===== src/rtl/core/fpr_pkg.sv =====
// ----------------------------------------------------------------------------
// Fan PWM ramp and tacho package
// Shared constants, register indexes, command/status types and the
// tachometer revolution factor table.
// ----------------------------------------------------------------------------
package fpr_pkg;

  localparam int unsigned CFG_ADDR_W = 3;
  localparam int unsigned CFG_DATA_W = 8;
  localparam int unsigned S_DATA_W   = 24;
  localparam int unsigned M_DATA_W   = 32;

  localparam logic [CFG_ADDR_W-1:0] REG_REQUEST_MIN    = 3'd0;
  localparam logic [CFG_ADDR_W-1:0] REG_REQUEST_MAX    = 3'd1;
  localparam logic [CFG_ADDR_W-1:0] REG_UNIT_ON        = 3'd2;
  localparam logic [CFG_ADDR_W-1:0] REG_ADJUST_DELAY   = 3'd3;
  localparam logic [CFG_ADDR_W-1:0] REG_PULSES_PER_REV = 3'd4;

  localparam logic [6:0]  INITIAL_DUTY     = 7'd50;
  localparam logic [6:0]  DUTY_FULL        = 7'd100;
  localparam logic [6:0]  STEP_TICKS       = 7'd100;
  localparam logic [10:0] MEASURE_INTERVAL = 11'd2000;
  localparam logic [9:0]  WINDOW_LENGTH    = 10'd1000;

  localparam logic [7:0] RST_REQUEST_MIN    = 8'd0;
  localparam logic [7:0] RST_REQUEST_MAX    = 8'd100;
  localparam logic       RST_UNIT_ON        = 1'b1;
  localparam logic [7:0] RST_ADJUST_DELAY   = 8'd0;
  localparam logic [5:0] RST_PULSES_PER_REV = 6'd2;

  typedef struct packed {
    logic capture;
    logic edge_cnt;
    logic win;
    logic meas;
    logic ramp;
    logic load;
  } cmd_t;

  typedef struct packed {
    logic is_edge;
    logic out_room;
  } sts_t;

  // 60 / pulses_per_rev, zero for zero pulses
  function automatic logic [5:0] rev_factor(input logic [5:0] ppr);
    logic [5:0] f;
    f = 6'd0;
    priority if (ppr == 6'd0)  f = 6'd0;
    else if (ppr == 6'd1)      f = 6'd60;
    else if (ppr == 6'd2)      f = 6'd30;
    else if (ppr == 6'd3)      f = 6'd20;
    else if (ppr == 6'd4)      f = 6'd15;
    else if (ppr == 6'd5)      f = 6'd12;
    else if (ppr == 6'd6)      f = 6'd10;
    else if (ppr == 6'd7)      f = 6'd8;
    else if (ppr == 6'd8)      f = 6'd7;
    else if (ppr <= 6'd10)     f = 6'd6;
    else if (ppr <= 6'd12)     f = 6'd5;
    else if (ppr <= 6'd15)     f = 6'd4;
    else if (ppr <= 6'd20)     f = 6'd3;
    else if (ppr <= 6'd30)     f = 6'd2;
    else if (ppr <= 6'd60)     f = 6'd1;
    else                       f = 6'd0;
    return f;
  endfunction

endpackage


===== src/rtl/core/fpr_ctrl.sv =====
// ----------------------------------------------------------------------------
// Fan PWM ramp and tacho controller
// Sequences one word through edge counting or the tick steps, then loads
// the output register.
// ----------------------------------------------------------------------------
module fpr_ctrl (
  input  logic          clk_i,
  input  logic          rst_ni,
  input  logic          in_valid_i,
  output logic          in_ready_o,
  input  fpr_pkg::sts_t sts_i,
  output fpr_pkg::cmd_t cmd_o
);
  import fpr_pkg::*;

  typedef enum logic [2:0] {
    S_IDLE,
    S_EXEC,
    S_MEAS,
    S_RAMP,
    S_LOAD
  } state_e;

  state_e state_q;

  assign in_ready_o = (state_q == S_IDLE);

  always_comb begin
    cmd_o          = '0;
    cmd_o.capture  = (state_q == S_IDLE) && in_valid_i;
    cmd_o.edge_cnt = (state_q == S_EXEC) && sts_i.is_edge;
    cmd_o.win      = (state_q == S_EXEC) && !sts_i.is_edge;
    cmd_o.meas     = (state_q == S_MEAS);
    cmd_o.ramp     = (state_q == S_RAMP);
    cmd_o.load     = (state_q == S_LOAD) && sts_i.out_room;
  end

  always_ff @(posedge clk_i or negedge rst_ni) begin
    if (!rst_ni) begin
      state_q <= S_IDLE;
    end else begin
      unique case (state_q)
        S_IDLE: begin
          if (in_valid_i) state_q <= S_EXEC;
        end
        S_EXEC: begin
          state_q <= sts_i.is_edge ? S_LOAD : S_MEAS;
        end
        S_MEAS: state_q <= S_RAMP;
        S_RAMP: state_q <= S_LOAD;
        S_LOAD: begin
          if (sts_i.out_room) state_q <= S_IDLE;
        end
        default: state_q <= S_IDLE;
      endcase
    end
  end

  a_cmd_onehot: assert property (@(posedge clk_i) disable iff (!rst_ni)
    $onehot0({cmd_o.capture, cmd_o.edge_cnt, cmd_o.win, cmd_o.meas, cmd_o.ramp, cmd_o.load}))
    else $error("more than one datapath command");

  a_accept_leaves_idle: assert property (@(posedge clk_i) disable iff (!rst_ni)
    (in_valid_i && in_ready_o) |=> (state_q == S_EXEC))
    else $error("accepted word not executed");

  a_load_waits: assert property (@(posedge clk_i) disable iff (!rst_ni)
    (state_q == S_LOAD && !sts_i.out_room) |=> (state_q == S_LOAD))
    else $error("result dropped while output full");

endmodule


===== src/rtl/core/fpr_datapath.sv =====
// ----------------------------------------------------------------------------
// Fan PWM ramp and tacho datapath
// Configuration registers, ramp and tacho state, rpm scaling and the
// output register.
// ----------------------------------------------------------------------------
module fpr_datapath (
  input  logic                               clk_i,
  input  logic                               rst_ni,
  input  logic                               cfg_we_i,
  input  logic [fpr_pkg::CFG_ADDR_W-1:0]     cfg_addr_i,
  input  logic [fpr_pkg::CFG_DATA_W-1:0]     cfg_wdata_i,
  input  logic                               in_func_i,
  input  logic [fpr_pkg::S_DATA_W-1:0]       in_data_i,
  input  fpr_pkg::cmd_t                      cmd_i,
  output fpr_pkg::sts_t                      sts_o,
  output logic                               out_valid_o,
  input  logic                               out_ready_i,
  output logic [fpr_pkg::M_DATA_W-1:0]       out_data_o
);
  import fpr_pkg::*;

  logic [7:0]  req_min_q, req_max_q, delay_q;
  logic        unit_on_q;
  logic [5:0]  ppr_q;

  logic        func_q, wd_q;
  logic [7:0]  req_n_q, req_f_q;

  logic [6:0]  duty_q;
  logic [14:0] adj_ticks_q;
  logic [10:0] meas_ticks_q;
  logic [9:0]  win_ticks_q;
  logic        counting_q;
  logic [15:0] edge_q;
  logic [15:0] rpm_q;
  logic        conv_q;

  logic        close_q, step_q;
  logic [21:0] prod_q;
  logic [14:0] period_q;

  logic        out_valid_q;
  logic [M_DATA_W-1:0] out_q;

  logic [9:0]  win_inc;
  logic [10:0] meas_inc;
  logic [14:0] adj_inc;
  logic [8:0]  delay_p1;
  logic [7:0]  req_sel, req_clamp;
  logic [6:0]  duty_step, duty_capped;
  logic [6:0]  cmp_value;

  assign win_inc  = win_ticks_q + 10'd1;
  assign meas_inc = meas_ticks_q + 11'd1;
  assign adj_inc  = adj_ticks_q + 15'd1;
  assign delay_p1 = {1'b0, delay_q} + 9'd1;

  always_comb begin
    req_sel = wd_q ? req_f_q : req_n_q;
    req_clamp = req_sel;
    if (req_clamp < req_min_q) req_clamp = req_min_q;
    if (req_clamp > req_max_q) req_clamp = req_max_q;
    if (!unit_on_q) req_clamp = 8'd0;
    duty_step = duty_q;
    if ({1'b0, duty_q} < req_clamp) duty_step = duty_q + 7'd1;
    else if ({1'b0, duty_q} > req_clamp) duty_step = duty_q - 7'd1;
    duty_capped = (duty_step > DUTY_FULL) ? DUTY_FULL : duty_step;
  end

  assign cmp_value = DUTY_FULL - duty_q;

  assign sts_o.is_edge  = func_q;
  assign sts_o.out_room = !out_valid_q || out_ready_i;

  always_ff @(posedge clk_i or negedge rst_ni) begin
    if (!rst_ni) begin
      req_min_q <= RST_REQUEST_MIN;
      req_max_q <= RST_REQUEST_MAX;
      unit_on_q <= RST_UNIT_ON;
      delay_q   <= RST_ADJUST_DELAY;
      ppr_q     <= RST_PULSES_PER_REV;
    end else if (cfg_we_i) begin
      unique case (cfg_addr_i)
        REG_REQUEST_MIN:    req_min_q <= cfg_wdata_i;
        REG_REQUEST_MAX:    req_max_q <= cfg_wdata_i;
        REG_UNIT_ON:        unit_on_q <= cfg_wdata_i[0];
        REG_ADJUST_DELAY:   delay_q   <= cfg_wdata_i;
        REG_PULSES_PER_REV: ppr_q     <= cfg_wdata_i[5:0];
        default: ;
      endcase
    end
  end

  always_ff @(posedge clk_i) begin
    if (cmd_i.capture) begin
      wd_q    <= in_data_i[0];
      req_n_q <= in_data_i[8:1];
      req_f_q <= in_data_i[16:9];
    end
    if (cmd_i.win) begin
      prod_q   <= {6'd0, edge_q} * {16'd0, rev_factor(ppr_q)};
      period_q <= {6'd0, delay_p1} * {8'd0, STEP_TICKS};
    end
    if (cmd_i.load) begin
      out_q <= {counting_q, rpm_q, conv_q, cmp_value, duty_q};
    end
  end

  always_ff @(posedge clk_i or negedge rst_ni) begin
    if (!rst_ni) begin
      func_q       <= 1'b0;
      duty_q       <= INITIAL_DUTY;
      adj_ticks_q  <= '0;
      meas_ticks_q <= '0;
      win_ticks_q  <= '0;
      counting_q   <= 1'b0;
      edge_q       <= '0;
      rpm_q        <= '0;
      conv_q       <= 1'b0;
      close_q      <= 1'b0;
      step_q       <= 1'b0;
      out_valid_q  <= 1'b0;
    end else begin
      if (cmd_i.capture) func_q <= in_func_i;

      if (cmd_i.edge_cnt && counting_q && (edge_q != 16'hFFFF)) begin
        edge_q <= edge_q + 16'd1;
      end

      if (cmd_i.win) begin
        if (counting_q) win_ticks_q <= win_inc;
        close_q <= counting_q && (win_inc >= WINDOW_LENGTH);
      end

      if (cmd_i.meas) begin
        if (close_q) begin
          rpm_q      <= (prod_q[21:16] != 6'd0) ? 16'hFFFF : prod_q[15:0];
          counting_q <= 1'b0;
        end
        if (meas_inc >= MEASURE_INTERVAL) begin
          meas_ticks_q <= '0;
          edge_q       <= '0;
          win_ticks_q  <= '0;
          counting_q   <= 1'b1;
        end else begin
          meas_ticks_q <= meas_inc;
        end
        if (adj_inc >= period_q) begin
          adj_ticks_q <= '0;
          step_q      <= 1'b1;
        end else begin
          adj_ticks_q <= adj_inc;
          step_q      <= 1'b0;
        end
      end

      if (cmd_i.ramp && step_q) begin
        duty_q <= duty_capped;
        conv_q <= !unit_on_q;
      end

      if (cmd_i.load) out_valid_q <= 1'b1;
      else if (out_ready_i) out_valid_q <= 1'b0;
    end
  end

  assign out_valid_o = out_valid_q;
  assign out_data_o  = out_q;

  a_duty_range: assert property (@(posedge clk_i) disable iff (!rst_ni)
    duty_q <= DUTY_FULL)
    else $error("duty above full scale");

  a_window_bound: assert property (@(posedge clk_i) disable iff (!rst_ni)
    counting_q |-> (win_ticks_q <= WINDOW_LENGTH))
    else $error("window open past its length");

  a_load_valid: assert property (@(posedge clk_i) disable iff (!rst_ni)
    cmd_i.load |=> out_valid_q)
    else $error("loaded word not presented");

endmodule


===== src/rtl/core/fan_pwm_ramp_and_tacho_unit.sv =====
// ----------------------------------------------------------------------------
// Fan PWM ramp and tacho unit
// Slew-limited fan duty with tachometer speed measurement.
//
// Input stream: one word per millisecond tick (tuser 0) or per tachometer
// rising edge (tuser 1); tdata carries the watchdog flag and both requests.
// Output stream: one word per input word with duty, compare value,
// converter-off flag, last measured rpm and the window-open flag.
// Configuration: cfg_we_i writes register cfg_addr_i at the clock edge.
// Sequence: an edge word goes from accept through edge count to output load,
// a tick word through window/multiply, measure/ramp timers, ramp and output
// load, set by the controller sequence. One word is in flight at a time, so
// the next word is accepted only after the last one has been loaded.
// The output register holds a finished word while the receiver stalls; the
// next input word is accepted and processed, then waits for the load.
// Reset restores register defaults, duty 50 and clears all counters.
// ----------------------------------------------------------------------------
module fan_pwm_ramp_and_tacho_unit (
  input  logic                              clk_i,
  input  logic                              rst_ni,
  input  logic                              cfg_we_i,
  input  logic [fpr_pkg::CFG_ADDR_W-1:0]    cfg_addr_i,
  input  logic [fpr_pkg::CFG_DATA_W-1:0]    cfg_wdata_i,
  input  logic                              s_axis_tvalid,
  output logic                              s_axis_tready,
  // [0] watchdog_expired, [8:1] fan_request, [16:9] fallback_request, zero pad
  input  logic [fpr_pkg::S_DATA_W-1:0]      s_axis_tdata,
  // [0] func
  input  logic                              s_axis_tuser,
  output logic                              m_axis_tvalid,
  input  logic                              m_axis_tready,
  // [6:0] duty_percent, [13:7] compare_value, [14] converter_off,
  // [30:15] speed_rpm, [31] window_open
  output logic [fpr_pkg::M_DATA_W-1:0]      m_axis_tdata
);
  import fpr_pkg::*;

  cmd_t cmd;
  sts_t sts;

  fpr_ctrl u_ctrl (
    .clk_i      (clk_i),
    .rst_ni     (rst_ni),
    .in_valid_i (s_axis_tvalid),
    .in_ready_o (s_axis_tready),
    .sts_i      (sts),
    .cmd_o      (cmd)
  );

  fpr_datapath u_datapath (
    .clk_i       (clk_i),
    .rst_ni      (rst_ni),
    .cfg_we_i    (cfg_we_i),
    .cfg_addr_i  (cfg_addr_i),
    .cfg_wdata_i (cfg_wdata_i),
    .in_func_i   (s_axis_tuser),
    .in_data_i   (s_axis_tdata),
    .cmd_i       (cmd),
    .sts_o       (sts),
    .out_valid_o (m_axis_tvalid),
    .out_ready_i (m_axis_tready),
    .out_data_o  (m_axis_tdata)
  );

endmodule

===== config.mk =====
export PLATFORM = sky130hd
export DESIGN_NAME = fan_pwm_ramp_and_tacho_unit
export DESIGN_NICKNAME = d
export VERILOG_FILES = /design/src/rtl/core/fpr_pkg.sv /design/src/rtl/core/fpr_ctrl.sv /design/src/rtl/core/fpr_datapath.sv /design/src/rtl/core/fan_pwm_ramp_and_tacho_unit.sv
export SDC_FILE = /design/constraint.sdc
export NUM_CORES = 1
export LEC_CHECK = 0
export ABC_CLOCK_PERIOD_IN_PS = 13900
export BUFFER_PORTS_ARGS = -buffer_cell sky130_fd_sc_hd__buf_2
export CAP_MARGIN = 20
export CELL_PAD_IN_SITES_DETAIL_PLACEMENT = 1
export CELL_PAD_IN_SITES_GLOBAL_PLACEMENT = 1
export CORE_ASPECT_RATIO = 1.4
export CORE_MARGIN = 4
export CORE_UTILIZATION = 40
export CTS_CLUSTER_SIZE = 20
export DETAILED_ROUTE_END_ITERATION = 16
export GPL_TIMING_DRIVEN = 0
export PLACE_DENSITY_LB_ADDON = 0.25
export SLEW_MARGIN = 25
export SYNTH_ARGS = -nofsm -noshare
export SYNTH_HDL_FRONTEND = slang
export SYNTH_HIERARCHICAL = 1
export SYNTH_SLANG_ARGS = --single-unit

===== constraint.sdc =====
create_clock -name clk_i -period 13.9 [get_ports clk_i]
set_clock_uncertainty 0.15 [all_clocks]
set_input_delay 0.695 -clock clk_i [delete_from_list [all_inputs] [get_ports clk_i]]
set_output_delay 0.695 -clock clk_i [all_outputs]
set_load 0.1 [all_outputs]

==> metrics.yaml <==
status: "finished, final reports clean"
syn-cell-area_mm2: 0.0131
layout_common_cells: "nand2_1, inv_1, dfrtp_1"
final_common_cell: "nand2_1"
cts.path.max_buffers: 2
p_switching_mw: 1.04
slew_headroom_pct: 33.1
final_hold_viol_count: 0
power_density_mw_per_mm2: 166
antenna_found_initial: 0
rsz0062_at_grt: "no"
final-setup-viol-count: 0
grt_pass1_vias: 10500
grt_pass1_wl_um: 53000
core_area_mm2: 0.0324
htree_levels: 4
synth.yosys.seq_area_share_pct: 40.9
avgSynthCellArea_um2: 10.1
place_area_mm2: 0.0141
finalMaxSlewViolations: 0
crit_path_start_kind: "register"
yosysUniqueCellTypes: 75
tightest_slew_ns: 1.00
pwr-share-comb_pct: 45.4
grt_max_degree: 60
synthTopCellsByArea: "dfrtp_1, edfxtp_1, ha_1"
placed_cells: 1817
critPathMaxFanout: 10
critical_path.max_stage_delay_ns: 0.41
rrSetupSlack_ns: 6.71
critPathKind: "register to register"
arrival_ns: 7.39
final-seq-area_mm2: 0.00538
fillers: 3734
hold_buffers: 0
stdcell_area_mm2: 0.0147
p_int_mw: 1.41
post_cts_buffers: 0
cpMaxStageDelayCell: "mux2i_1"
synthFlopType: "dfrtp_1"
synth_edf_count: 83
p_leak_nw: 6.55
yosysWarnings: 6
clk_latency_ns: 0.46
reg2reg_from: "u_datapath/wd_q"
ant_nets: 0
cts_resized: 0
final_nets: 1599
pwr-share-seq_pct: 34.0
drtPass1Iterations: 4
clk_pin_slew_ns: 0.08
end_kind: "register"
viasPerCell: 5.18
ys_async_sr_fraction_pct: 58.1
place_hpwl_um: 24500
grt-ovfl-total: 0
drive_above_1_share_pct: 11.9
maxCapViolations: 0
multi_input_area_mm2: 0.00706
drt_iter0_drc: 288
final_min_period_over_clock_period_pct: 51.7
crit_buf_inv: 5
critical-path-top-delay-family: "compound AO/OA/AOI/OAI gates"
fmax_ghz: 0.139
synth_area_leader_cell: "dfrtp_1"
pwr-share-clk_pct: 20.6
drc_errors: 0
io_pins: 75
syn2layout_area_growth_pct: 12.0
worstHoldPathType: "input pin to asynchronous set/reset pin"
place_ws_ns: 6.58
diodes: 0
cts_root_buf: "clkbuf_16"
fp-row-count: 78
cts_tree: "yes"
portBuffers: 67
vias: 9577
wire_per_inst_um: 17.0
fin_ws_ns: 6.71
synth_nets: 1505
die_w_um: 161
synth_top_area_share_pct: 20.4
grt_usage_pct: 18.4
totalPowerFinal_mw: 2.45
switching_share_pct: 42.6
timing.rr.end: "u_datapath/duty_q[0]"
ir_worst_vdd_mv: 0.0779
fp.dieH_um: 222
rr_worst_depth: 31
netlist_instances: 1302
cp.required_ns: 14.10
instances_no_fill: 1849
die_area_mm2: 0.0359
place_congestion: 0.799
setup_tns_ns: 0
initial_core_util_pct: 40.6
ys_ff_latch: 198
min_period_ns: 7.19
cts_buffers: 17
clock_sinks: 198
routed_wl_um: 31500
## metrics by stage
step | util [%] | hold WS, ns
after floorplan | - | 0.249
after global placement | 43.3 | 0.281
after detailed placement | 43.6 | 0.283
after CTS | 45.5 | 0.0126
after global routing | 45.5 | 0.0323
final | 45.5 | 0.0147
## area by class of cell
class,count,area share [%]
flip-flops and latches,198,36.5
inverters,133,3.39
plain buffers,53,1.54
clock inverters,15,1.21
multi-input cells,918,47.9
clock buffers,17,2.89
repair buffers,75,2.79
well taps,440,3.74
## cells in the mapped netlist (27+ instances only)
library cell / number
a21oi_1: 47
and2_1: 38
clkbuf_1: 42
dfrtp_1: 107
edfxtp_1: 83
fa_1: 61
ha_1: 101
inv_1: 133
nand2_1: 134
nand3_1: 39
nor2_1: 81
nor2b_1: 27
o21ai_0: 81
xnor2_1: 52
xor2_1: 33
## cells by family (layout without fill, tap and decap cells)
family	count (synthesis)	count (layout)	synth area share, %
flops	198	198	40.9
mux	34	34	2.89
xor+xnor	85	85	5.66
compound gates	203	203	9.49
buf+inv	186	293	5.52
fa+ha+maj	162	162	18.9
simple gates	434	434	16.6
## routing by layer
layer | wire (um) | global-route usage [%] | share of wire, %
met1 | 12100 | 20.2 | 38
met2 | 17800 | 35.7 | 57
met3 | 744 | 2.38 | 2.4
met4 | 863 | 6.53 | 2.7
met5 | 0 | 0 | 0
## state kept, by name, summed over array words and instances (netlist names), 10 cells and up
signal and cells:
u_datapath/out_data_o 31, u_datapath/prod_q 22, u_datapath/edge_q 16, u_datapath/rpm_q 16
u_datapath/adj_ticks_q 15, u_datapath/period_q 13, u_datapath/meas_ticks_q 11, u_datapath/win_ticks_q 10
## worst max-delay path by stage
| stage | to | startpoint | depth (start not counted) |
|---|---|---|---|
| after floorplan | u_datapath/win_ticks_q[9] | u_ctrl/state_q[2] | 8 |
| after global placement | u_datapath/win_ticks_q[9] | u_ctrl/state_q[2] | 8 |
| after detailed placement | u_datapath/prod_q[21] | u_datapath/ppr_q[1] | 25 |
| after CTS | u_datapath/prod_q[21] | u_datapath/ppr_q[1] | 25 |
| after global routing | u_datapath/duty_q[0] | u_datapath/wd_q | 31 |
| final | u_datapath/duty_q[0] | u_datapath/wd_q | 31 |
## power groups by stage
stage / clock network (mW) / logic (mW) / registers, mW
6_report: 0.504 / 1.11 / 0.833
5_1_grt: 0.544 / 1.24 / 0.847
4_1_cts: 0.521 / 1.13 / 0.835
3_5_place_dp: 0 / 1.12 / 0.847
3_3_place_gp: 0 / 1.07 / 0.847
2_1_floorplan: 0 / 0.723 / 0.955
## worst register-to-register path, delay by kind of cell, from the launching register on
family	cells	cell delay (ns)
xor+xnor	1	0.21
compound gates	13	2.54
simple gates	7	0.99
fa+ha+maj	3	0.95
buf+inv	5	1.11
mux	2	0.80
flops	1	0.35
(Power assumes the default switching activity.)
